<file path="src/hdl/leib_pkg.sv">
`timescale 1ns / 1ps

package leib_pkg;

  localparam int unsigned STORE_DEPTH_DEF = 256;

  // Operation selector carried in tuser.
  localparam logic [2:0] FUNC_KEY   = 3'd0;
  localparam logic [2:0] FUNC_LEFT  = 3'd1;
  localparam logic [2:0] FUNC_RIGHT = 3'd2;
  localparam logic [2:0] FUNC_READ  = 3'd3;
  localparam logic [2:0] FUNC_CLEAR = 3'd4;

  localparam logic [7:0] KEY_BACKSPACE = 8'd8;
  localparam logic [7:0] KEY_NEWLINE   = 8'd10;

  localparam logic [1:0] ECHO_NONE  = 2'd0;
  localparam logic [1:0] ECHO_CHAR  = 2'd1;
  localparam logic [1:0] ECHO_LEFT  = 2'd2;
  localparam logic [1:0] ECHO_RIGHT = 2'd3;

  // Command broadcast from the controller to every storage cell.
  typedef struct packed {
    logic       shift_en;
    logic       shift_left;
    logic       wr_en;
    logic [7:0] wr_data;
  } leib_cmd_t;

  // One result item; read_char sits in the lowest bits.
  typedef struct packed {
    logic       key_dropped;
    logic       line_committed;
    logic [7:0] echo_char;
    logic [1:0] echo_action;
    logic       read_valid;
    logic [7:0] read_char;
  } leib_res_t;

endpackage

</file>
<file path="src/hdl/leib_cell.sv">
`timescale 1ns / 1ps

module leib_cell #(
  parameter int unsigned STORE_DEPTH = 256,
  parameter int unsigned IDX         = 0
) (
  input  logic                              clk_i,
  input  leib_pkg::leib_cmd_t               cmd_i,
  input  logic [$clog2(STORE_DEPTH)-1:0]    lo_i,
  input  logic [$clog2(STORE_DEPTH)-1:0]    hi_i,
  input  logic [$clog2(STORE_DEPTH)-1:0]    wr_idx_i,
  input  logic [$clog2(STORE_DEPTH)-1:0]    rd_idx_i,
  input  logic [7:0]                        left_i,
  input  logic [7:0]                        right_i,
  input  logic [7:0]                        rd_prev_i,
  output logic [7:0]                        data_o,
  output logic [7:0]                        rd_o
);
  import leib_pkg::*;

  localparam int unsigned IW = $clog2(STORE_DEPTH);
  localparam logic [IW-1:0] MY_IDX = IW'(IDX);

  logic [7:0] data_q, data_d;
  logic [7:0] rd_q, rd_d;
  logic       in_rng;

  // Membership in the ring interval [lo, hi); equal bounds mean empty.
  always_comb begin
    if (lo_i <= hi_i) begin
      in_rng = (lo_i <= MY_IDX) && (MY_IDX < hi_i);
    end else begin
      in_rng = (MY_IDX >= lo_i) || (MY_IDX < hi_i);
    end
  end

  always_comb begin
    data_d = data_q;
    if (cmd_i.wr_en && (wr_idx_i == MY_IDX)) begin
      data_d = cmd_i.wr_data;
    end else if (cmd_i.shift_en && in_rng) begin
      data_d = cmd_i.shift_left ? right_i : left_i;
    end
  end

  // The read-out chain carries the selected byte toward the last cell.
  assign rd_d = (rd_idx_i == MY_IDX) ? data_q : rd_prev_i;

  always_ff @(posedge clk_i) begin
    data_q <= data_d;
    rd_q   <= rd_d;
  end

  assign data_o = data_q;
  assign rd_o   = rd_q;

endmodule

</file>
<file path="config.mk">
export PLATFORM = sky130hd
export DESIGN_NAME = leib_cell
export DESIGN_NICKNAME = d
export VERILOG_FILES = /design/src/hdl/leib_pkg.sv /design/src/hdl/leib_cell.sv
export SDC_FILE = /design/constraint.sdc
export NUM_CORES = 1
export LEC_CHECK = 0
export ABC_AREA = 1
export BUFFER_PORTS_ARGS = -buffer_cell sky130_fd_sc_hd__buf_4
export CAP_MARGIN = 10
export CORE_MARGIN = 2
export CORE_UTILIZATION = 36
export CTS_CLUSTER_SIZE = 14
export DETAILED_ROUTE_END_ITERATION = 8
export PLACE_DENSITY = 0.78
export SLEW_MARGIN = 40
export SYNTH_ARGS = -nofsm -noshare
export SYNTH_HDL_FRONTEND = slang
export SYNTH_SLANG_ARGS = --single-unit
</file>
<file path="constraint.sdc">
create_clock -name clk_i -period 1.3 [get_ports clk_i]
set_input_delay 0.065 -clock clk_i [delete_from_list [all_inputs] [get_ports clk_i]]
set_output_delay 0.065 -clock clk_i [all_outputs]
set_load 0.01 [all_outputs]
</file>
# Yosys cells after proc, flatten, opt, wreduce, memory -nomap -nowiden
# Index checks and enable logic that the tools add are counted.
dict set report op_classes {
  magnitude_cmp 4
  reduce_logical 7
  n_mux 5
}
# op n
set op_table {}
lappend op_table {{$mux 8} 4}
lappend op_table {{$logic_not 8->1} 2}
lappend op_table {{$ge 1x8->1 const A} 1}
lappend op_table {{$le 8x1->1 const B} 1}
lappend op_table {{$le 8x8->1} 1}
lappend op_table {{$lt 1x8->1 const A} 1}
lappend op_table {{$logic_and 1x1->1} 3}
lappend op_table {{$reduce_bool 2->1} 1}
lappend op_table {{$logic_or 1x1->1} 1}
lappend op_table {{$mux 1} 1}
dict set report word_totals {
  register_bits 16
  wordCells 18
  output_inout_bits 16
}

# Longest topological paths before layout
# Gate-level depths: netlist (run 1).
dict set report depth {
  depth_word 6
  mapped_depth 13
}

# Least setup slack after synthesis (run 1)
# No wires, ideal clock.
dict set report synth_timing {
  path_kind {input -> register}
  startpoint {input port hi_i[3]}
  endpoint {register data_q[0] (netlist: data_o[0]) (enable)}
  setup_time_ns 0.329
  setup_slack_ns -0.073
  path_stages 10
  arrival_time_ns 1.045
  path_cell_list {inv_1 -> ha_1 -> nand2_1 -> nor2_1 -> and2_1 -> a21oi_1 -> nand2_1 -> nand2_1 -> nand2_1 -> nand2_1}
}
dict set report synth_via {
  elab_chain_cells 5
}
# element line
set synth_lines {}
lappend synth_lines {{start, declared} leib_cell.sv:10} ;# input logic [$clog2(STORE_DEPTH)-1:0] hi_i,
lappend synth_lines {{$lt 1x8->1} {leib_cell.sv:31, leib_cell.sv:33}}
lappend synth_lines {{$logic_or 1x1->1 or $logic_and 1x1->1 (tied branches)} {leib_cell.sv:33, leib_cell.sv:31}}
lappend synth_lines {{$mux 1 *} leib_cell.sv:30} ;# if (lo_i <= hi_i) begin
lappend synth_lines {{$logic_and 1x1->1 *} leib_cell.sv:41} ;# end else if (cmd_i.shift_en && in_rng) begin
lappend synth_lines {{$reduce_bool 2->1 (no line) *} --}
lappend synth_lines {{end signal, assigned} leib_cell.sv:50} ;# data_q <= data_d;
lappend synth_lines {{end, declared} leib_cell.sv:24} ;# logic [7:0] data_q, data_d;
# Every way passes the cells marked *; elsewhere a longest branch is shown, timed or not.
# A chain may end at the register's enable or synchronous reset.

# Worst setup path after layout (run 1)
dict set report layout_timing {
  startpoint {input port lo_i[3]}
  endpoint {register data_q[6] (netlist: data_o[6]) (enable)}
}
dict set report layout_via {
  elab_chain_cells 5
}
# element line
set layout_lines {}
lappend layout_lines {{start, declared} leib_cell.sv:9} ;# input logic [$clog2(STORE_DEPTH)-1:0] lo_i,
lappend layout_lines {{$ge 1x8->1 or $le 8x1->1 (tied branches)} {leib_cell.sv:33, leib_cell.sv:31}}
lappend layout_lines {{$logic_or 1x1->1 or $logic_and 1x1->1 (tied branches)} {leib_cell.sv:33, leib_cell.sv:31}}
lappend layout_lines {{$mux 1 *} leib_cell.sv:30}
lappend layout_lines {{$logic_and 1x1->1 *} leib_cell.sv:41}
lappend layout_lines {{$reduce_bool 2->1 (no line) *} --}
# Marked as above.

==> results_dict.tcl, run 1 <==
set metrics [dict create \
    boundaryPins 84 \
    clkTransAtPathRegs_ns 0.08 \
    yosys.area.top_type "edfxtp_1" \
    dpl-instance-area_sq_um 1789 \
    netlist_area_sq_um 1120 \
    fin_setup_tns_ns 0 \
    synth_edf_count 8 \
    worst_pin_slew_ns 0.4411 \
    startpoint_type "input pin" \
    critPathMaxStageDelay_ns 0.29 \
    endpoint_kind "flop" \
    clock_path_buffers 2 \
    wl_per_cell_um 9.888 \
    synthCells 139 \
    place_inst 256 \
    yosys-top-cells-area "edfxtp_1 (21%), dfxtp_1 (14%), nand2_1 (9.7%)" \
    final_max_slew_viol_count 0 \
    r2r-start "data_o[7]" \
    grt_pass1_wl_um 4188 \
    min_period_ns 1.207 \
    core_sq_um 3003 \
    fmax_mhz 828.7 \
    status "completed" \
    fp.dieH_um 59.77 \
    synthArstFlopShare 0 \
    die_w_um 59.77 \
    cts.repair.resized 0 \
    ys_seq_elements 16 \
    fin_hold_ws_ns 0.03322 \
    synthTopCellsByCount "nand2_1 (29), inv_1 (26), nor2_1 (19)" \
    p_total_w 0.001229 \
    hold_buffers 0 \
    r2r_end "rd_o[7]" \
    synth.top_cell.area_share 0.2145 \
    drt_iter0_drc 26 \
    rsz0062_at_grt "false" \
    drv_cap 0 \
    ant_nets 0 \
    irDropWorstVdd_mv 0.2633 \
    cpMostUsedCell "nand2_1" \
    synth-main-ff-cell "edfxtp_1" \
    synth_warnings 0 \
    min_path_type "in2reg" \
    drc 0 \
    clock_latency_ns 0.27 \
    cts_buffers 3 \
    setup_violations 0 \
    slew_headroom 0.7059 \
    cts_root_buffer "clkbuf_4" \
    grt_pass1_vias 1077 \
    worstHoldPathCells 3 \
    clock_skew_ns 0.0005826 \
    die_area_sq_um 3572 \
    gp_congestion 0.8062 \
    place_hpwl_um 2324 \
    grt_max_degree 17 \
    ff2ff_setup_slack_ns 0.61 \
    final_area_sq_um 1817 \
    crit_family "simple AND/OR/NAND/NOR gates" \
    p_leak_nw 0.9699 \
    antenna_found_initial 0 \
    gr-total-overflow 0 \
    cp_max_fo 8 \
    wl_um 2561 \
    vias_per_cell 4.390 \
    n_fill_cell 285 \
    cts_tree "built" \
    cp_cell_sequence "buf_4 > ha_1 > nand2_1 > nor2_1 > and2_1 > a21oi_1 > nand2_1 > nand2_1 > nand2_1 > nand2_4" \
    post_cts_buffers 0 \
    rows 20 \
    io_buffer_count 83 \
    power_density_nw_per_um2 676.4 \
    synth_cell_types 22 \
    crit_buf_inv 1 \
    yosysMostFrequentCell "nand2_1" \
    cts.sinks 16 \
    routed-via-count 1137 \
    critPathArrivalTime_ns 1.19 \
    syn-num-nets 215 \
    grt_usage 0.1548 \
    drive_gt1_frac 0.4646 \
    antenna_cells 0 \
    hold_viol_final 0 \
    hold_start "rd_prev_i[6]" \
    fin_nets 304 \
    area_growth_pct 62.23 \
    crit_required_ns 1.28 \
    finalCritPeriodShare 0.9283 \
    critPathKind "in2reg" \
    whs_endpoint "rd_o[6]" \
    ys_seq_area_frac 0.3575 \
    slowest_stage "ha_1" \
    initial_core_util 0.3729 \
    r2r_cells 2 \
    avgSynthCellArea_sq_um 8.056 \
    fin_cells 259 \
    clock_tree.htree_level_count 1 \
    first_pass_iters 3 \
]
[logic make-up (layout without fill, tap and decap cells)]
group                      count (synthesis)  after routing  share of synthesized area
muxes                                      8              8                    0.07151
DFF                                       16             16                     0.3575
adders and majority gates                  8              8                    0.08939
AOI/OAI and AO/OA                         20             20                     0.1184
buffers and inverters                     30            117                     0.1184
and+or+nand+nor                           57             57                     0.2447
[layout make-up]
type / instances / area (sq um) / share of cell area
tap: 33 / 41.29 / 0.02273
timing repair buffer: 88 / 660.6 / 0.3636
inverter: 26 / 97.59 / 0.05372
multi-input combinational: 93 / 594.3 / 0.3271
clock buffer: 3 / 22.52 / 0.01240
sequential: 16 / 400.4 / 0.2204
[worst max path at each step]
stage,start,end,depth (start not counted)
finish,lo_i[3],data_o[6],10
global route,hi_i[6],data_o[5],11
CTS,lo_i[3],data_o[1],10
detailed placement,lo_i[6],data_o[5],10
global placement,lo_i[3],data_o[5],10
floorplan,hi_i[3],data_o[0],10
[through the flow]
| stage | utilization | worst slack [ns] |
|---|---|---|
| after floorplan | - | 0.001058 |
| after global placement | 0.5958 | -0.1868 |
| after detailed placement | 0.5958 | -0.2240 |
| after CTS | 0.6033 | 0.07615 |
| after global routing | 0.6050 | 0.0005983 |
| final | 0.6050 | 0.09323 |
[flip-flops by register name, indices dropped and copies added (netlist names)]
name    cells
data_o      8
rd_o        8
[placed cells by master, fill, tap and decap left out, types with 2 or more instances in the layout]
| cell type | count |
|---|---|
| o21ai_1 | 2 |
| edfxtp_1 | 8 |
| and2_1 | 2 |
| nor2_1 | 19 |
| inv_1 | 26 |
| nand2_1 | 28 |
| a21oi_1 | 3 |
| mux2i_1 | 8 |
| buf_4 | 88 |
| nor4_1 | 2 |
| ha_1 | 8 |
| dfxtp_1 | 8 |
| clkbuf_4 | 3 |
| o21ai_0 | 6 |
| a21oi_2 | 8 |
[per-layer routing]
layer	global-route usage	part of all wire	vias to the layer above
met5	0	0	-
met4	0.07302	0.0070	0
met3	0.02165	0.084	2
met2	0.3012	0.54	47
met1	0.1585	0.37	473
li1	-	-	615
[power by group]
part | internal (W) | switching [W]
Combinational | 0.000245 | 0.000151
Sequential | 0.000577 | 0.0000172
Clock | 0.000107 | 0.000131
[tightest hold or removal path, cell delays in order]
cell and delay [ns]:
buf_4 0.08, inv_1 0.03, o21ai_1 0.10
Note: power is estimated with default switching activity, not from simulation.
==> run 2, diff against run 1 <==
Settings changed: ABC_AREA 1 to not set, CORE_UTILIZATION 36 to 34, HOLD_SLACK_MARGIN set to 0.15.
==> results_dict.tcl, run 2 <==
set metrics [dict create \
    grt_usage 0.1922 \
    status "finished, violations left" \
    synth_edf_count 8 \
    ys_seq_area_frac 0.4124 \
    setup_violations 8 \
    drive_gt1_frac 0.5049 \
    worst_pin_slew_ns 0.3368 \
    swShare 0.2406 \
    rows 19 \
    ys_seq_elements 16 \
    place_worst_setup_slack_ns -0.3496 \
    first_pass_iters 4 \
    cts_root_buffer "clkbuf_4" \
    grt_max_degree 11 \
    clock_skew_ns 0.003539 \
    p_leak_nw 0.9385 \
    yosys-top-cells-area "edfxtp_1 (25%), dfxtp_1 (16%), ha_1 (10%)" \
    final_cell_mix "buf_4 (89), dlygate4sd3_1 (16), nor2_1 (9), a21oi_1 (9)" \
    rsz0062_at_grt "true" \
    critPathArrivalTime_ns 1.29 \
    fin_nets 281 \
    synth.top_cell.area_share 0.2474 \
    ff2ff_setup_slack_ns 0.47 \
    clock_path_buffers 2 \
    min_path_type "in2reg" \
    initial_core_util 0.3551 \
    vias_per_cell 4.826 \
    multiInputGateArea_sq_um 556.8 \
    fmax_mhz 750.8 \
    power_density_nw_per_um2 676.0 \
    worstHoldPathCells 3 \
    gp_congestion 0.7019 \
    regArea_sq_um 400.4 \
    fp.dieH_um 57.44 \
    cts_tree "built" \
    min_period_ns 1.332 \
    final_common_cell "buf_4" \
    io_buffer_count 83 \
    clockPowerShare 0.197 \
    fin_cells 235 \
    place_hpwl_um 2322 \
    place_inst 215 \
    p_total_w 0.001302 \
    synth-main-ff-cell "edfxtp_1" \
    synth_cell_types 26 \
    cp_max_fo 8 \
    synthArstFlopShare 0 \
    drt_iter0_drc 27 \
    avgSynthCellArea_sq_um 10.44 \
    area_growth_pct 98.33 \
    syn-num-nets 169 \
    clock_tree.htree_level_count 1 \
    seqPwrFrac 0.458 \
    p_int_w 0.0009885 \
    die_area_sq_um 3299 \
    wl_per_cell_um 13.33 \
    p_comb_frac 0.345 \
    r2r_end "rd_o[5]" \
    drc 0 \
    synth_warnings 0 \
    antenna_found_initial 0 \
    drv_cap 0 \
    die_w_um 57.44 \
    grt_pass1_wl_um 4885 \
    synthCells 93 \
    grt_pass1_vias 1143 \
    violations "negative setup slack" \
    r2r-start "data_o[5]" \
    n_fill_cell 184 \
    antenna_cells 0 \
    core_sq_um 2734 \
    finalCritPeriodShare 1.024 \
    cts.sinks 16 \
    irDropWorstVdd_mv 0.5977 \
    routed-via-count 1134 \
    final_max_slew_viol_count 0 \
    critPathKind "in2reg" \
    boundaryPins 84 \
    crit_required_ns 1.26 \
    p_switching_w 0.0003131 \
    hold_start "left_i[1]" \
    gr-total-overflow 0 \
    clock_latency_ns 0.28 \
    endpoint_kind "flop" \
    synthTopCellsByCount "a21oi_1 (9), nor2_1 (9)" \
    slew_headroom 0.7749 \
    yosys.area.top_type "edfxtp_1" \
    hold_viol_final 0 \
    clkTransAtPathRegs_ns 0.08 \
    wl_um 3133 \
    r2r_cells 1 \
    setup_ws_ns -0.03184 \
    netlist_area_sq_um 970.9 \
    whs_endpoint "data_o[1]" \
    startpoint_type "input pin" \
    cts_buffers 3 \
    ant_nets 0 \
]
==> run 2: timing repair <==
item / CTS / global route
setup endpoints to repair: 8 / 8
resized for setup: 2 / 3
pin swaps: 5 / 4
hold endpoints to repair: 16 / 0
buffers inserted: 0 / 0
hold buffers: 16 / 0
==> run 2: power by group through the flow <==
stage | registers [W] | clock network, W | logic [W]
6_report | 0.000596 | 0.000257 | 0.000449
2_1_floorplan | 0.000624 | 0 | 0.000111
3_5_place_dp | 0.000605 | 0 | 0.000399
4_1_cts | 0.000593 | 0.000264 | 0.000441
3_3_place_gp | 0.000605 | 0 | 0.000389
5_1_grt | 0.000601 | 0.000290 | 0.000483
==> run 2: worst max path at each step <==
stage | start | end | slack (ns) | cells after the start
global placement | lo_i[7] | data_o[3] | -0.31 | 5
global route | lo_i[4] | data_o[3] | -0.06 | 5
finish | lo_i[4] | data_o[2] | -0.03 | 5
floorplan | lo_i[7] | data_o[0] | -0.15 | 4
detailed placement | lo_i[7] | data_o[2] | -0.35 | 5
CTS | lo_i[1] | data_o[2] | -0.02 | 5
==> run 2: logic make-up after synthesis <==
kind of cell,share of synthesized area
DFF,0.4124
AOI/OAI and AO/OA,0.1018
adders and majority gates,0.1031
buffers and inverters,0.03994
and+or+nand+nor,0.1675
muxes,0.1753
==> run 2: routing by layer <==
metal	track usage	wire length, um	vias to the layer above
met3	0.03628	315	9
met5	0	0	-
met2	0.3393	1556	70
met4	0.1030	84	0
met1	0.2164	1177	488
li1	-	-	567
==> run 2: stage by stage <==
stage                     area [sq um]  setup TNS (ns)  utilization  hold slack (ns)
after floorplan                  984.7          -1.232            -           0.1928
after global placement            1713          -2.512       0.6265           0.2779
after detailed placement          1713          -2.796       0.6265           0.2820
after CTS                         1907        -0.09543       0.6975           0.1553
after global routing              1926         -0.4978       0.7043           0.1693
final                             1926         -0.2317       0.7043           0.1687
==> run 2: critical path, stage by stage <==
cell and delay [ns]:
buf_6 0.10, or4_4 0.54, nor2_4 0.15, o221ai_4 0.12
o211ai_4 0.32
==> run 2: area by class of cell <==
class,count,share of cell area
repair buffers,109,0.4535
multi-input cells,67,0.2891
well taps,31,0.02014
inverters,8,0.01559
flip-flops and latches,16,0.2079
clock buffers,4,0.01365
