## src/hdl/leib_pkg.sv

```systemverilog
`timescale 1ns / 1ps

package leib_pkg;

  localparam int unsigned STORE_DEPTH_DEF = 256;

  // Operation selector carried in tuser.
  localparam logic [2:0] FUNC_KEY   = 3'd0;
  localparam logic [2:0] FUNC_LEFT  = 3'd1;
  localparam logic [2:0] FUNC_RIGHT = 3'd2;
  localparam logic [2:0] FUNC_READ  = 3'd3;
  localparam logic [2:0] FUNC_CLEAR = 3'd4;

  localparam logic [7:0] KEY_BACKSPACE = 8'd8;
  localparam logic [7:0] KEY_NEWLINE   = 8'd10;

  localparam logic [1:0] ECHO_NONE  = 2'd0;
  localparam logic [1:0] ECHO_CHAR  = 2'd1;
  localparam logic [1:0] ECHO_LEFT  = 2'd2;
  localparam logic [1:0] ECHO_RIGHT = 2'd3;

  // Command broadcast from the controller to every storage cell.
  typedef struct packed {
    logic       shift_en;
    logic       shift_left;
    logic       wr_en;
    logic [7:0] wr_data;
  } leib_cmd_t;

  // One result item; read_char sits in the lowest bits.
  typedef struct packed {
    logic       key_dropped;
    logic       line_committed;
    logic [7:0] echo_char;
    logic [1:0] echo_action;
    logic       read_valid;
    logic [7:0] read_char;
  } leib_res_t;

endpackage

```

## src/hdl/leib_ctrl.sv

```systemverilog
`timescale 1ns / 1ps

module leib_ctrl #(
  parameter int unsigned STORE_DEPTH = 256
) (
  input  logic                              clk_i,
  input  logic                              rst_ni,
  input  logic                              in_valid_i,
  output logic                              in_ready_o,
  input  logic [2:0]                        in_func_i,
  input  logic [7:0]                        in_key_i,
  input  logic                              cfg_valid_i,
  input  logic                              cfg_data_i,
  input  logic [7:0]                        chain_i,
  output leib_pkg::leib_cmd_t               cmd_o,
  output logic [$clog2(STORE_DEPTH)-1:0]    lo_o,
  output logic [$clog2(STORE_DEPTH)-1:0]    hi_o,
  output logic [$clog2(STORE_DEPTH)-1:0]    wr_idx_o,
  output logic [$clog2(STORE_DEPTH)-1:0]    rd_idx_o,
  output logic                              out_valid_o,
  input  logic                              out_ready_i,
  output leib_pkg::leib_res_t               out_res_o
);
  import leib_pkg::*;

  localparam int unsigned IW = $clog2(STORE_DEPTH);
  localparam int unsigned CW = $clog2(STORE_DEPTH + 1);

  localparam logic [1:0] ST_IDLE   = 2'd0;
  localparam logic [1:0] ST_EXEC   = 2'd1;
  localparam logic [1:0] ST_WAIT   = 2'd2;
  localparam logic [1:0] ST_RESULT = 2'd3;

  function automatic logic [IW-1:0] wrap_inc(input logic [IW-1:0] x);
    wrap_inc = (x == IW'(STORE_DEPTH - 1)) ? '0 : x + IW'(1);
  endfunction

  function automatic logic [IW-1:0] wrap_dec(input logic [IW-1:0] x);
    wrap_dec = (x == '0) ? IW'(STORE_DEPTH - 1) : x - IW'(1);
  endfunction

  logic [1:0]    state_q, state_d;
  logic [2:0]    func_q, func_d;
  logic [7:0]    key_q, key_d;
  logic [IW-1:0] ls_q, ls_d, le_q, le_d, ep_q, ep_d, rp_q, rp_d;
  logic [CW-1:0] fill_q, fill_d;
  logic [IW-1:0] wcnt_q, wcnt_d;
  logic          echo_en_q, echo_en_d;
  leib_res_t     res_q, res_d;
  logic          out_valid_q, out_valid_d;
  leib_res_t     out_res_q, out_res_d;
  logic [CW-1:0] line_len;

  // Length of the edited line; committed bytes are fill minus this.
  assign line_len = CW'(le_q) - CW'(ls_q) + ((le_q < ls_q) ? CW'(STORE_DEPTH) : '0);

  assign echo_en_d = cfg_valid_i ? cfg_data_i : echo_en_q;

  always_comb begin
    state_d     = state_q;
    func_d      = func_q;
    key_d       = key_q;
    ls_d        = ls_q;
    le_d        = le_q;
    ep_d        = ep_q;
    rp_d        = rp_q;
    fill_d      = fill_q;
    wcnt_d      = wcnt_q;
    res_d       = res_q;
    out_valid_d = out_valid_q;
    out_res_d   = out_res_q;
    cmd_o       = '0;
    lo_o        = '0;
    hi_o        = '0;
    wr_idx_o    = ep_q;
    in_ready_o  = (state_q == ST_IDLE);

    if (out_valid_q && out_ready_i) begin
      out_valid_d = 1'b0;
    end

    unique case (state_q)
      ST_IDLE: begin
        if (in_valid_i) begin
          func_d  = in_func_i;
          key_d   = in_key_i;
          state_d = ST_EXEC;
        end
      end
      ST_EXEC: begin
        res_d   = '0;
        state_d = ST_RESULT;
        unique case (func_q)
          FUNC_KEY: begin
            priority if (key_q == KEY_BACKSPACE) begin
              if (ep_q != ls_q) begin
                cmd_o.shift_en   = 1'b1;
                cmd_o.shift_left = 1'b1;
                lo_o             = wrap_dec(ep_q);
                hi_o             = wrap_dec(le_q);
                ep_d             = wrap_dec(ep_q);
                le_d             = wrap_dec(le_q);
                if (fill_q != '0) begin
                  fill_d = fill_q - CW'(1);
                end
                res_d.echo_action = ECHO_CHAR;
                res_d.echo_char   = key_q;
              end
            end else if (key_q == KEY_NEWLINE) begin
              if (fill_q != CW'(STORE_DEPTH)) begin
                cmd_o.wr_en          = 1'b1;
                cmd_o.wr_data        = key_q;
                wr_idx_o             = le_q;
                le_d                 = wrap_inc(le_q);
                ls_d                 = wrap_inc(le_q);
                ep_d                 = wrap_inc(le_q);
                fill_d               = fill_q + CW'(1);
                res_d.line_committed = 1'b1;
                res_d.echo_action    = ECHO_CHAR;
                res_d.echo_char      = key_q;
              end else begin
                res_d.key_dropped = 1'b1;
              end
            end else begin
              if (fill_q < CW'(STORE_DEPTH - 1)) begin
                // Tail moves one slot right while the key lands at the edit point.
                cmd_o.shift_en = 1'b1;
                cmd_o.wr_en    = 1'b1;
                cmd_o.wr_data  = key_q;
                wr_idx_o       = ep_q;
                lo_o           = wrap_inc(ep_q);
                hi_o           = wrap_inc(le_q);
                ep_d           = wrap_inc(ep_q);
                le_d           = wrap_inc(le_q);
                fill_d         = fill_q + CW'(1);
              end else begin
                res_d.key_dropped = 1'b1;
              end
              res_d.echo_action = ECHO_CHAR;
              res_d.echo_char   = key_q;
            end
          end
          FUNC_LEFT: begin
            if (ep_q != ls_q) begin
              ep_d              = wrap_dec(ep_q);
              res_d.echo_action = ECHO_LEFT;
            end
          end
          FUNC_RIGHT: begin
            if (ep_q != le_q) begin
              ep_d              = wrap_inc(ep_q);
              res_d.echo_action = ECHO_RIGHT;
            end
          end
          FUNC_READ: begin
            if (fill_q > line_len) begin
              wcnt_d  = '0;
              state_d = ST_WAIT;
            end
          end
          FUNC_CLEAR: begin
            ls_d   = '0;
            le_d   = '0;
            ep_d   = '0;
            rp_d   = '0;
            fill_d = '0;
          end
          default: begin
          end
        endcase
        if (!echo_en_q) begin
          res_d.echo_action = ECHO_NONE;
          res_d.echo_char   = '0;
        end
      end
      ST_WAIT: begin
        // The byte at the read point reaches the chain tail within a full sweep.
        wcnt_d = wcnt_q + IW'(1);
        if (wcnt_q == IW'(STORE_DEPTH - 1)) begin
          res_d.read_char  = chain_i;
          res_d.read_valid = 1'b1;
          rp_d             = wrap_inc(rp_q);
          fill_d           = fill_q - CW'(1);
          state_d          = ST_RESULT;
        end
      end
      ST_RESULT: begin
        if (!out_valid_q || out_ready_i) begin
          out_valid_d = 1'b1;
          out_res_d   = res_q;
          state_d     = ST_IDLE;
        end
      end
      default: begin
        state_d = ST_IDLE;
      end
    endcase
  end

  assign rd_idx_o = rp_q;

  always_ff @(posedge clk_i or negedge rst_ni) begin
    if (!rst_ni) begin
      state_q     <= ST_IDLE;
      ls_q        <= '0;
      le_q        <= '0;
      ep_q        <= '0;
      rp_q        <= '0;
      fill_q      <= '0;
      wcnt_q      <= '0;
      echo_en_q   <= 1'b1;
      out_valid_q <= 1'b0;
    end else begin
      state_q     <= state_d;
      ls_q        <= ls_d;
      le_q        <= le_d;
      ep_q        <= ep_d;
      rp_q        <= rp_d;
      fill_q      <= fill_d;
      wcnt_q      <= wcnt_d;
      echo_en_q   <= echo_en_d;
      out_valid_q <= out_valid_d;
    end
  end

  always_ff @(posedge clk_i) begin
    func_q    <= func_d;
    key_q     <= key_d;
    res_q     <= res_d;
    out_res_q <= out_res_d;
  end

  assign out_valid_o = out_valid_q;
  assign out_res_o   = out_res_q;

endmodule

```

## config.mk

```make
export PLATFORM = sky130hd
export DESIGN_NAME = leib_ctrl
export DESIGN_NICKNAME = d
export VERILOG_FILES = /design/src/hdl/leib_pkg.sv /design/src/hdl/leib_ctrl.sv
export SDC_FILE = /design/constraint.sdc
export NUM_CORES = 1
export LEC_CHECK = 0
export BUFFER_PORTS_ARGS = -buffer_cell sky130_fd_sc_hd__buf_2
export CAP_MARGIN = 20
export CORE_MARGIN = 3
export CORE_UTILIZATION = 30
export CTS_CLUSTER_SIZE = 24
export DETAILED_ROUTE_END_ITERATION = 7
export PLACE_DENSITY_LB_ADDON = 0.08
export SLEW_MARGIN = 0
export SYNTH_ARGS = -nofsm -noshare
export SYNTH_HDL_FRONTEND = slang
export SYNTH_SLANG_ARGS = --single-unit
```

## constraint.sdc

```tcl
create_clock -name clk_i -period 9.89 [get_ports clk_i]
set_input_delay 1.978 -clock clk_i [delete_from_list [all_inputs] [get_ports clk_i]]
set_output_delay 1.978 -clock clk_i [all_outputs]
set_load 0.05 [all_outputs]
```

Word level (Yosys, flattened, before mapping)
Cells that the tools add are included.

word-level totals
  flip-flop bits (word level) = 106
  output and inout bits = 66
  word-level logic and storage cells = 181

cells by class
  add/subtract/negate cells = 10
  order comparisons = 3
  equal/unequal tests = 34
  muxes and demuxes = 85
  bitwise operators = 2
  reductions and logical operators = 24

operator list
  operator               number
  $mux W8                38
  $mux W9                13
  $pmux W8 S2            4
  $pmux W9 S2            3
  $mux W11               3
  $add A8 B1 Y8 const B  4
  $eq A8 B8 Y1 const B   4
  $pmux W8 S4            1
  $mux W10               3
  $eq A8 B4 Y1 const B   2
  $logic_not A8 Y1       2
  $ne A2 B2 Y1 const B   8
  $ne A4 B4 Y1 const B   4
  $ne A8 B8 Y1           2
  $sub A8 B1 Y8 const B  2
  $reduce_and A5 Y1      3
  $mux W1                12
  $mux W2                6
  $ne A5 B5 Y1 const B   2
  $add A9 B1 Y9 const B  1
  $add A9 B9 Y9          1
  $gt A9 B9 Y1           1
  $lt A9 B8 Y1 const B   1
  $ne A9 B9 Y1 const B   1
  27 further kinds       37

Depth between registers and ports, before layout
Gate-level depths: netlist (run 1).

  depth in word-level cells = 7
  mapped depth = 18

Least setup slack after synthesis (run 1)
OpenSTA, ideal clock, no wires.

  kind = reg2out
  start = register state_q[1]
  end = output cmd_o[0] in the netlist's numbering
  data arrival time = 3.083 ns
  data required time = 7.912 ns
  setup slack = 4.829 ns
  stages on the path, launching flop included = 9
  path buffers = 1
  cell sequence = dfrtp_1 > inv_1 > ha_1 > and2_1 > nor2b_1 > clkbuf_2 > nand2_1 > a21oi_1 > and2_1

RTL lines
  element                 RTL line          RTL
  start, declared         leib_ctrl.sv:42   logic [1:0] state_q, state_d;
  start signal, assigned  leib_ctrl.sv:214  state_q <= state_d;
  end, declared           leib_ctrl.sv:15   output leib_pkg::leib_cmd_t cmd_o,

==> results.txt, run 1 <==
- Leakage component of the power: approximately 3.3 nW
* Final-report max-slew violation count: 0
* Synth Cell Area: 6920 sq um
* Worst slack at placement: 5.01 ns
* Hold buffer count at CTS: 0
- The library cell used most frequently in the layout, excluding fill and tap cells, is buf_2.
- Post-Place Cells: around 1100
* Reg-to-reg critical path startpoint: le_q[0]
- Max-cap violations in this run came to 0.
- After technology mapping, the gate count stands at between 700 and 800.
- Vertical die dimension: between 150 and 200 um
- Placeable Area: 22200 sq um
- Post-cts gate resize count: 0
* FF-to-FF setup slack: just under 6 ns
- Startpoint type of the worst setup path: flip-flop
* Crit path from: state_q[1]
- Across all layers, the routed design uses slightly below 6000 vias.
* Fraction of registers with async set or reset after synthesis: 0.500
- At the end of routability-driven placement, the weighted congestion stood at 0.898.
- Summed over all nets, wire length on met3 after detailed routing comes to ~1200 um.
* Slew at the pin with the worst max-slew slack: 1.02 ns
- Starting density of the core: 0.311
- In the layout the commonest cells are 90 x buf_2, 87 x nand2_1, 53 x edfxtp_1.
- The flow ran to the end, and the final reports show no timing, DRC or antenna violations.
- WL per Instance: about 19 um
* Die width: roughly 160 um
* Number of detailed-route iterations in the first pass: 5
* Floorplan row count: 54
- Clk Latency, worst-skew pair: between 0.3 and 0.4 ns
- The number of global-route vias before repair came to ~5600.
- In this run the power density over the cells is 107 nW/um^2.
- Buffers added to address setup during post-CTS repair amount to 0.
- The tree is rooted in a clkbuf_16.
* RSZ-0062 raised after global routing: false
- Min cycle time layout: around 5.3 ns
* Number of unique standard cell types used by synthesis: 93
* Count of unresolved DRC violations after routing: 0
- In the final layout, the share of cells above drive strength 1 is 0.197.
* Sequential-to-total area share from yosys stat: 0.422
- Wire length of the first global-routing pass: 32200 um
* Final setup skew: ~0.011 ns
- Total negative slack for setup checks: 0 ns
- Clock Path Buffers: 2
- The finished cells cover 7880 sq um.
- Largest net degree at the start of global routing: 54
- The highest layer touched by signal routing is met4.
* Synthesized net count: about 790
* Synthesized area divided by synthesized cell count: between 9 and 10 sq um
* Critical Path Sink Type: output pin
- In this run, synthesis inferred 53 flip-flops with an integrated enable.
* Post-synthesis sequential element count: roughly 110
* Slew HR: 0.313
- Total power draw: between 0.8 and 0.9 mW
- Clock-pin slew was measured on the worst setup and hold paths at about 0.080 ns.
- TritonCTS clock tree: yes
* Flip-flop cell with the highest count after synthesis: edfxtp_1
- Final cell utilization of the core: 0.355
- Critical path data arrival time: roughly 3.3 ns
* Placed instance area: between 7000 and 8000 sq um
- VDD sags by at most between 70 and 80 uV.
- Global routing finished with a remaining overflow of 0.
- Hold crit path type: reg -> reg
- The tightest hold path in the finished design has a slack of around 0.42 ns.
- The number of antenna diodes in the final layout is 0.
- Final period utilization: 0.533
- Count of buffers from port buffering: 90
- From synthesis to final layout, the design area changed by 13.8%.
- The worst setup path is of the reg -> out kind.
- Final hold violation count: 0
- The first routing iteration left roughly 400 violations.
- Based on the critical path, the design can be clocked at up to between 0.15 and 0.2 GHz.
* Routed Antenna Nets: 0
- TritonCTS created 9 clock buffers.
* Initial antenna violation count: 0
- The routed design has 20300 um of wire.
- The detailed router put a total of 9720 um of wire on met1.
- Synthesis warning total: 0
- Top Ports: ~90
- After detailed routing, the number of vias per cell comes to between 5 and 6.
- Across every metal layer, demand over resource in global routing totals 0.165.
* Maximum fanout along the worst path: 28
- Worst endpoint required time: around 8 ns
- In this run the most critical hold path is launched from res_q[0].
- Final-report setup violation count: 0
- Non-filler cells, final: about 1100
- Clock tree sinks: approximately 110
- The die covers between 20000 and 25000 sq um.
- Estimated wirelength of the detail-placed design: 15000 um
- After layout, the worst setup slack is 4.62 ns.
* Wire length on met2: approximately 9000 um
- The clock tree synthesis step divided the H-tree into 3 levels.
- For this run, the post-layout net count is ~850.
## Yosys cell counts (4+ instances only)
library cell / n / area share
edfxtp_1: 53 / 0.23
nand4_1: 9 / 0.0081
o31ai_1: 18 / 0.020
nor2_1: 48 / 0.026
nor3_1: 17 / 0.012
nor4_1: 5 / 0.0045
a22o_1: 4 / 0.0051
ha_1: 31 / 0.056
nand2_1: 87 / 0.047
o21a_1: 4 / 0.0043
and4_1: 5 / 0.0063
dfrtp_1: 52 / 0.19
xnor2_1: 21 / 0.027
a21o_1: 5 / 0.0054
buf_2: 8 / 0.0058
a31oi_1: 8 / 0.0072
nor2b_1: 13 / 0.012
and2_1: 23 / 0.021
o22ai_1: 8 / 0.0072
a21oi_1: 19 / 0.014
or2_2: 9 / 0.0081
mux2i_1: 4 / 0.0058
a211oi_1: 4 / 0.0043
o21ai_0: 47 / 0.034
a31o_2: 6 / 0.0076
nand3_1: 33 / 0.024
a32o_1: 4 / 0.0058
xor2_1: 21 / 0.027
o41ai_1: 4 / 0.0051
nand2b_1: 6 / 0.0054
and3_1: 10 / 0.0090
o2bb2ai_1: 7 / 0.0089
clkbuf_1: 24 / 0.013
inv_1: 30 / 0.016
## routing by layer
metal  up-vias  global-route usage
li1       2796                   -
met1      2810               0.240
met2       185               0.259
met3        16              0.0303
met4         0              0.0343
met5         -                   0
## worst max-delay path: stages (launching register included)
cell     delay (ns)
dfrtp_1        0.42
inv_1          0.11
ha_1           0.15
buf_4          0.34
and2_1         0.24
nor2b_1        0.52
nand2_1        0.10
a21oi_1        0.56
and2_2         0.24
buf_2          0.25
## final cells by class
cell class | instances | area [sq um]
fill | 2291 | 14300
multi-input combinational | 557 | 3730
sequential | 106 | 2920
timing repair buffer | 93 | 473
tap | 280 | 350
clock buffer | 9 | 225
inverter | 30 | 113
clock inverter | 7 | 75.1
## final timing paths
kind                       cells past startpoint            to
hold / removal                                 0  out_res_o[0]
min in group asynchronous                      2       le_q[0]
max in group asynchronous                      2    state_q[0]
hold reg to reg                                0  out_res_o[0]
setup reg to reg                              16     wcnt_q[0]
setup / recovery                               9      cmd_o[6]
## kinds of logic (layout without fill, tap and decap cells)
family	count (synthesis)	in the layout	share of synthesized area
simple gates	295	295	0.224
compound gates	180	180	0.191
flops	106	106	0.422
buf+inv	67	139	0.0401
xor+xnor	42	42	0.0531
fa+ha+maj	32	32	0.0589
mux	7	7	0.0107
other cells	1	1	0.000542
## power breakdown
group	switching, mW	leakage [nW]	total [mW]	internal, mW
Sequential	0.00116	1.21	0.463	0.462
Combinational	0.00766	1.91	0.0130	0.00533
Clock	0.188	0.145	0.369	0.181
No activity file was read; power rests on OpenSTA's default activity.
==> run 2: changes to the inputs <==
--- a/config.mk
+++ b/config.mk
@@ -5,6 +5,7 @@
 export SDC_FILE = /design/constraint.sdc
 export NUM_CORES = 1
 export LEC_CHECK = 0
+export ABC_AREA = 1
 export BUFFER_PORTS_ARGS = -buffer_cell sky130_fd_sc_hd__buf_2
 export CAP_MARGIN = 20
 export CORE_MARGIN = 3
==> constraint.sdc (replaced) <==
create_clock -name clk_i -period 4.85 [get_ports clk_i]
set_input_delay 0.97 -clock clk_i [delete_from_list [all_inputs] [get_ports clk_i]]
set_output_delay 0.97 -clock clk_i [all_outputs]
set_load 0.05 [all_outputs]
==> results.txt, run 2 <==
* Synthesized area divided by synthesized cell count: 7.49 sq um (-21%)
- Weighted congestion at the end of routability-driven global placement: 0.867 (-3.5%)
- The number of flops mapped to enable cells by yosys was 53 (unchanged).
- Slowest cell on crit path: dfrtp_1
- The number of rows created at floorplan is 56 (+3.7%).
- Number of unique standard cell types used by synthesis: 48 (-48%)
* Instance count of the mapped netlist: 961 (+32%)
* Achievable Freq: about 0.28 GHz
- Die width: 161 um (+1.9%)
* Share of the synthesized area in compound gates (AO/OA/AOI/OAI): 0.0881 (-0.103)
- Top Ports: 91 (unchanged)
- Final-report setup violation count: 0 (unchanged)
- Of the available clock period, the critical path in the final layout requires 0.745.
- The worst reg-to-reg setup slack came to 1.26 ns (-4.52 ns).
- Multiplexer share of the synthesized area: 0 (-0.0107)
- Delay of the slowest critical-path stage: 0.67 ns (+0.11 ns)
* Hold crit path type: reg -> reg
- The share of synthesized cell area in full adder, half adder and majority cells was 0.0567 (-0.00226).
- By area, the combinational part of the netlist is dominated by simple AND/OR/NAND/NOR gates.
* Clk Latency, worst-skew pair: 0.36 ns (about the same)
- Min cycle time layout: 3.61 ns
* Post-CTS Setup Repair Bufs: 0 (unchanged)
- Count of unresolved DRC violations after routing: 0 (unchanged)
- STA classifies the critical path startpoint as a flip-flop.
* RSZ-0062 raised after global routing: false
- Critical Path Sink Type: output pin
- Type of the worst setup path: reg -> out
- Fraction of post-synthesis cell area in the top cell type by area: 0.221 (-0.00883)
* Global route total overflow: 0 (unchanged)
- WL per Instance: 16.1 um (-14%)
* Area added between synthesis and finish: 15.5%
* Placeable Area: 23500 sq um (+5.9%)
- Among the stages of the critical path, the cell type that occurs most often is nand2_1.
* Commonest cells after routing, fill and taps aside: 283 x nand2_1, 111 x inv_1, 104 x nor2_1
- The share of synthesized flip-flops with an asynchronous set or reset was 0.500 (unchanged).
* Synth Cell Area: 7200 sq um (+4.0%)
- Final-report max-slew violation count: 0 (unchanged)
- The headroom to the max-slew limit was 0.487 (+0.175).
- Clock tree synthesis selected as its root buffer the cell clkbuf_16.
* Final hold violation count: 0 (unchanged)
- The post-CTS clock slew at the launch and capture registers of the worst setup and hold paths was 0.08 ns (about the same).
- CP cell instances: inv_1 -> nand2_1 -> nand2_1 -> nor2_1 -> and2_1 -> nand2_2 -> nand2_1 -> nor2_4 -> nor2_4 -> nor2_1 -> buf_2
- Worst-case reg-to-reg path depth: 19 (+3)
- Final setup skew: 0.0138 ns (+0.00319 ns)
- Post-cts gate resize count: 0 (unchanged)
- The static leakage was 4.31 nW (+32%).
- Flip-flop cell with the highest count after synthesis: edfxtp_1
- Total negative slack for setup checks: 0 ns (unchanged)
- Count of buffers from port buffering: 90 (unchanged)
- The first-pass GRT wire length is 35200 um (+9.3%).
- The power per cell area is 642 nW/um^2 (+500%).
- Drt via density: 4.69 (-13%)
- Worst endpoint required time: 3.88 ns (-4.03 ns)
* Count of inserted antenna diode cells: 0 (unchanged)
- The die area was 25900 sq um (+3.8%).
- Number of levels the H-tree was split into: 3 (unchanged)
* Xor-xnor portion of the synthesized cell area: 0.0341 (-0.0191)
* Tot GR Track Use: 0.172 (+0.00617)
- Synthesized net count: 1018 (+29%)
- The number of DRC markers after the initial detailed-route iteration came to 409 (+1.5%).
- Simple-gate share of the synthesized area: 0.331 (+0.107)
- The number of optimization iterations in the first detailed-route pass was 5 (unchanged).
- TritonCTS built the clock tree.
- Vertical die dimension: 161 um (+1.9%)
- The share of the yosys chip area belonging to registers came to 0.405 (-0.0162).
- Via count of the first global-routing pass: 6307 (+12%)
- MaxCap Viol Count: 0 (unchanged)
* Routed Antenna Nets: 0 (unchanged)
* Commonest non-fill, non-tap cell in the layout: nand2_1
* Starting density of the core: 0.306 (-0.00563)
- The worst ir drop on vdd came to 278 uV (+270%).
- Most area-consuming cells after synthesis: edfxtp_1 22%, dfrtp_1 18%, nand2_1 15%
* Most common library cells after synthesis: 283 x nand2_1, 111 x inv_1, 104 x nor2_1, 76 x nand3_1, 53 x edfxtp_1
- Hold-critical path depth: 0 (unchanged)
- Hold buffer count at CTS: 0 (unchanged)
- Most repeated cell in the gate-level netlist after synthesis: nand2_1
- Total Nets Final: 1107 (+30%)
- The number of buffers added by the clock tree synthesis step was 9 (unchanged).
- The sink count of the clock tree came to 106 (unchanged).
- Synthesis warning total: 0 (unchanged)
- The data arrival time of the worst path came to 2.64 ns (-0.65 ns).
* Estimated wirelength of the detail-placed design: 17000 um (+13%)
* Via count: 6447 (+11%)
- Total wirelength of the detailed-routed design: 22100 um (+9.0%)
- The post-synthesis sequential element count was 106 (unchanged).
- The largest net degree at the start of global routing was 36 (-33%).
- Share of cells above drive strength 1: 0.167 (-0.0302)
- Library cell with the largest summed area after synthesis: edfxtp_1
- The largest driver fanout on the critical path is 11 (-61%).
- Final cell utilization of the core: 0.353 (-0.00150)
* Slew at the pin with the worst max-slew slack: 0.766 ns (-0.252 ns)
- Initial antenna violation count: 0 (unchanged)
* Clock Path Buffers: 2 (unchanged)
* Run status: completed
## run 2: cell types whose count changed in the layout (fill, tap and decap cells not counted), sizes merged, moves of 8 or more
| cell | before | now |
|---|---|---|
| or2 | 10 | 2 |
| nand3 | 35 | 84 |
| nor2 | 50 | 119 |
| o31ai | 19 | 1 |
| and3 | 11 | 2 |
| nor3 | 19 | 11 |
| nor2b | 13 | 0 |
| xnor2 | 21 | 8 |
| nand2 | 89 | 295 |
| inv | 35 | 140 |
| and2 | 28 | 2 |
| o2bb2ai | 8 | 0 |
## run 2: layout make-up
class,count,area [sq um]
timing repair buffer,95,488
fill,2587,15200
sequential,106,2920
clock buffer,9,225
clock inverter,7,88.8
inverter,135,512
tap,319,399
multi-input combinational,703,3680
## run 2: logic make-up after synthesis
family / count (synthesis)
other: 1
buffers and inverters: 152
AO/OA/AOI/OAI: 109
adder cells (fa/ha/maj): 32
flip-flops: 106
XOR/XNOR: 28
AND/OR/NAND/NOR: 533
## run 2: critical path, delay by kind of cell, from the launching register on
kind | cells | cell delay (ns)
flops | 1 | 0.67
simple gates | 9 | 1.11
buf+inv | 2 | 0.49
## run 2: final timing paths
kind	start	to
min in group asynchronous	rst_ni	rd_idx_o[2]
worst max-delay path	ep_q[5]	hi_o[0]
worst max register to register	le_q[0]	wcnt_q[6]
worst min-delay path	res_q[13]	out_res_o[13]
max in group asynchronous	rst_ni	le_q[4]
worst min register to register	res_q[13]	out_res_o[13]
## run 2: per-stage QoR
step	hold slack, ns	instance area (sq um)	total power, mW	cells	worst slack [ns]
after global placement	0.401	8000	4.63	1358	1.34
after global routing	0.435	8310	5.84	1374	0.934
after floorplan	0.400	7200	3.79	961	1.41
after CTS	0.424	8310	5.39	1374	1.21
final	0.421	8310	5.34	1374	1.24
after detailed placement	0.405	8000	4.59	1358	1.27
## run 2: per-layer routing
| metal | track usage | vias up | routed length (um) |
|---|---|---|---|
| met5 | 0 | - | 0 |
| met4 | 0.0528 | 0 | 428 |
| met3 | 0.0199 | 32 | 1040 |
| met2 | 0.269 | 179 | 9780 |
| met1 | 0.249 | 2954 | 10900 |
| li1 | - | 3282 | - |
## run 2: power breakdown
group	total, mW	internal [mW]	switching (mW)	leakage (nW)
clock network	0.773	0.376	0.397	0.153
registers	1.55	1.28	0.279	1.21
logic	3.01	0.901	2.11	2.94
==> run 3: changes to the inputs <==
==> constraint.sdc (replaced) <==
create_clock -name clk_i -period 3.6 [get_ports clk_i]
set_input_delay 0.72 -clock clk_i [delete_from_list [all_inputs] [get_ports clk_i]]
set_output_delay 0.72 -clock clk_i [all_outputs]
set_load 0.05 [all_outputs]
==> results.txt, run 3 (synthesis gave the netlist of run 2 again) <==
* RSZ-0062 raised after global routing: false
- Sw Share: 0.519 (-0.00283)
- The remaining antenna violation count after routing was 0 (unchanged).
- The remaining global-route overflow was 0 (unchanged).
* Post-CTS Setup Repair Bufs: 0 (unchanged)
* Clock network fraction of design power: 0.142 (-0.003)
- Number of detailed-route iterations in the first pass: 4 (-1)
* Largest net degree at the start of global routing: 39 (+8.3%)
* Number of levels the H-tree was split into: 3 (unchanged)
* Total wirelength of the detailed-routed design: 22300 um (+0.92%)
- The HPWL reported at the end of detailed placement came to 17300 um (+1.6%).
- WL per Instance: 16.1 um (+0.19%)
- Maximum fanout along the worst path: 9 (-2)
* Hold crit path type: in -> async
- The number of setup violations in the final report came to 0 (unchanged).
* Final setup skew: 0.00753 ns (-0.00625 ns)
- Leaving out fill and tap cells, the most frequent cell in the layout is nand2_1.
- On the critical path, the stage with the largest delay is an instance of dfrtp_1.
- In this run the critical register-to-register path is captured at wcnt_q[6].
- Internal portion of total power: 3.47 mW (+36%)
- Critical Path Sink Type: output pin
* Worst endpoint required time: 2.88 ns (-1.00 ns)
* Starting density of the core: 0.306 (unchanged)
* CP cell instances: nand2_1 -> nor2_2 -> nand4_1 -> nand2_1 -> nor2_1 -> nand2_2 -> inv_1 -> nor2_4 -> nor2_1 -> buf_2
* Wire length of the first global-routing pass: 35900 um (+1.9%)
- The die span in y came to 161 um (unchanged).
* Via count: 6410 (-0.57%)
- The clock network latency to the later pin of the worst-skew pair was 0.35 ns (about the same).
* Clock transition at the registers of the reported paths: 0.08 ns (about the same)
- The headroom to the max-slew limit was 0.474 (-0.0134).
* Total power draw: 7.21 mW (+35%)
- The count of inserted antenna diode cells came to 0 (unchanged).
- The number of global-route vias before repair is 6371 (+1.0%).
- Hold buffer count at CTS: 0 (unchanged)
* Top Ports: 91 (unchanged)
- Register share of total power: 0.284 (-0.007)
- Startpoint type of the worst setup path: flip-flop
- Total Die Area: 25900 sq um (unchanged)
* Initial antenna violation count: 0 (unchanged)
* Run status: completed
- Power share of the combinational group: 0.574 (+0.010)
- Clock tree sinks: 106 (unchanged)
* Slew at the pin with the worst max-slew slack: 0.786 ns (+0.0200 ns)
- In the layout the commonest cells are 283 x nand2_1, 111 x inv_1, 104 x nor2_1.
- Total negative slack for setup checks: 0 ns (unchanged)
- TritonCTS clock tree: yes
- The depth of the worst register-to-register path was 18 (-1).
- Pwr/cell area: 859 nW/um^2 (+34%)
* Floorplan row count: 56 (unchanged)
* Delay of the slowest critical-path stage: 0.50 ns (-0.17 ns)
* Placeable Area: 23500 sq um (unchanged)
* Largest voltage drop on the vdd net: 326 uV (+17%)
- The total routing usage reported by global routing is 0.175 (+0.00330).
- Weighted congestion at the end of routability-driven global placement: 0.911 (+5.1%)
* 1st-iter DRT viols: 376 (-8.1%)
- Dividing the final minimum period by the clock period gives 0.899.
- FF-to-FF setup slack: 0.41 ns (-0.85 ns)
* Die width: 161 um (unchanged)
- Top cell family by delay on the critical path: simple AND/OR/NAND/NOR gates
* Final-report max-slew violation count: 0 (unchanged)
* Type of the worst setup path: reg -> out
- The data arrival time of the worst path was 2.52 ns (-0.12 ns).
- Clock Path Buffers: 2 (unchanged)
- Count of unresolved DRC violations after routing: 0 (unchanged)
- Number of buffers created by CTS: 9 (unchanged)
* Area added between synthesis and finish: 16.6%
- The tree is rooted in a clkbuf_16.
- Drt via density: 4.63 (-1.3%)
- The static leakage was 4.36 nW (+1.2%).
- MaxCap Viol Count: 0 (unchanged)
- The share of post-route cells with drive strength above 1 is 0.175 (+0.00782).
- Post-cts gate resize count: 0 (unchanged)
- Reg-to-reg critical path startpoint: le_q[1]
- Achievable Freq: around 0.31 GHz
- The switching power total came to 3.74 mW (+34%).
* Count of buffers from port buffering: 90 (unchanged)
- Min cycle time layout: ~3.2 ns
* Final hold violation count: 0 (unchanged)
- CP Buf/Inv Count: 2 (unchanged)
- The number of nets in the layout came to 1117 (+0.90%).
[run 3: area by class of cell]
class / instances / area, sq um
multi-input combinational: 703 / 3680
fill: 2591 / 15100
clock inverter: 7 / 83.8
tap: 319 / 399
timing repair buffer: 105 / 576
inverter: 135 / 512
clock buffer: 9 / 225
sequential: 106 / 2920
[run 3: worst max path at each step]
stage	startpoint	endpoint	depth (start not counted)
2_1_floorplan	state_q[1]	lo_o[5]	6
3_3_place_gp	le_q[0]	wcnt_q[7]	19
3_5_place_dp	le_q[0]	wcnt_q[5]	19
4_1_cts	ep_q[3]	lo_o[5]	11
5_1_grt	le_q[0]	wcnt_q[5]	19
6_report	fill_q[2]	hi_o[2]	10
[run 3: metrics by stage]
stage | setup WS [ns] | area (sq um) | cells | hold WS, ns | utilization
finish | 0.364 | 8390 | 1384 | 0.191 | 0.357
global route | 0.0517 | 8390 | 1384 | 0.185 | 0.357
CTS | 0.315 | 8370 | 1383 | 0.423 | 0.356
detailed placement | 0.408 | 8070 | 1367 | 0.405 | 0.343
global placement | 0.471 | 8070 | 1367 | 0.401 | 0.343
floorplan | 0.413 | 7200 | 961 | 0.400 | -
[run 3: power groups by stage]
| stage | combinational [mW] | clock [mW] | sequential (mW) |
|---|---|---|---|
| after floorplan | 2.88 | 0 | 2.23 |
| after global placement | 4.20 | 0 | 2.08 |
| after detailed placement | 4.16 | 0 | 2.08 |
| after CTS | 4.18 | 1.06 | 2.05 |
| after global routing | 4.68 | 1.11 | 2.10 |
| final | 4.14 | 1.02 | 2.05 |
[run 3: layer usage]
metal,vias to the layer above,GRT usage,share of wire
li1,3307,-,-
met1,2932,0.251,0.50
met2,149,0.280,0.45
met3,22,0.0204,0.038
met4,0,0.0473,0.016
met5,-,0,0
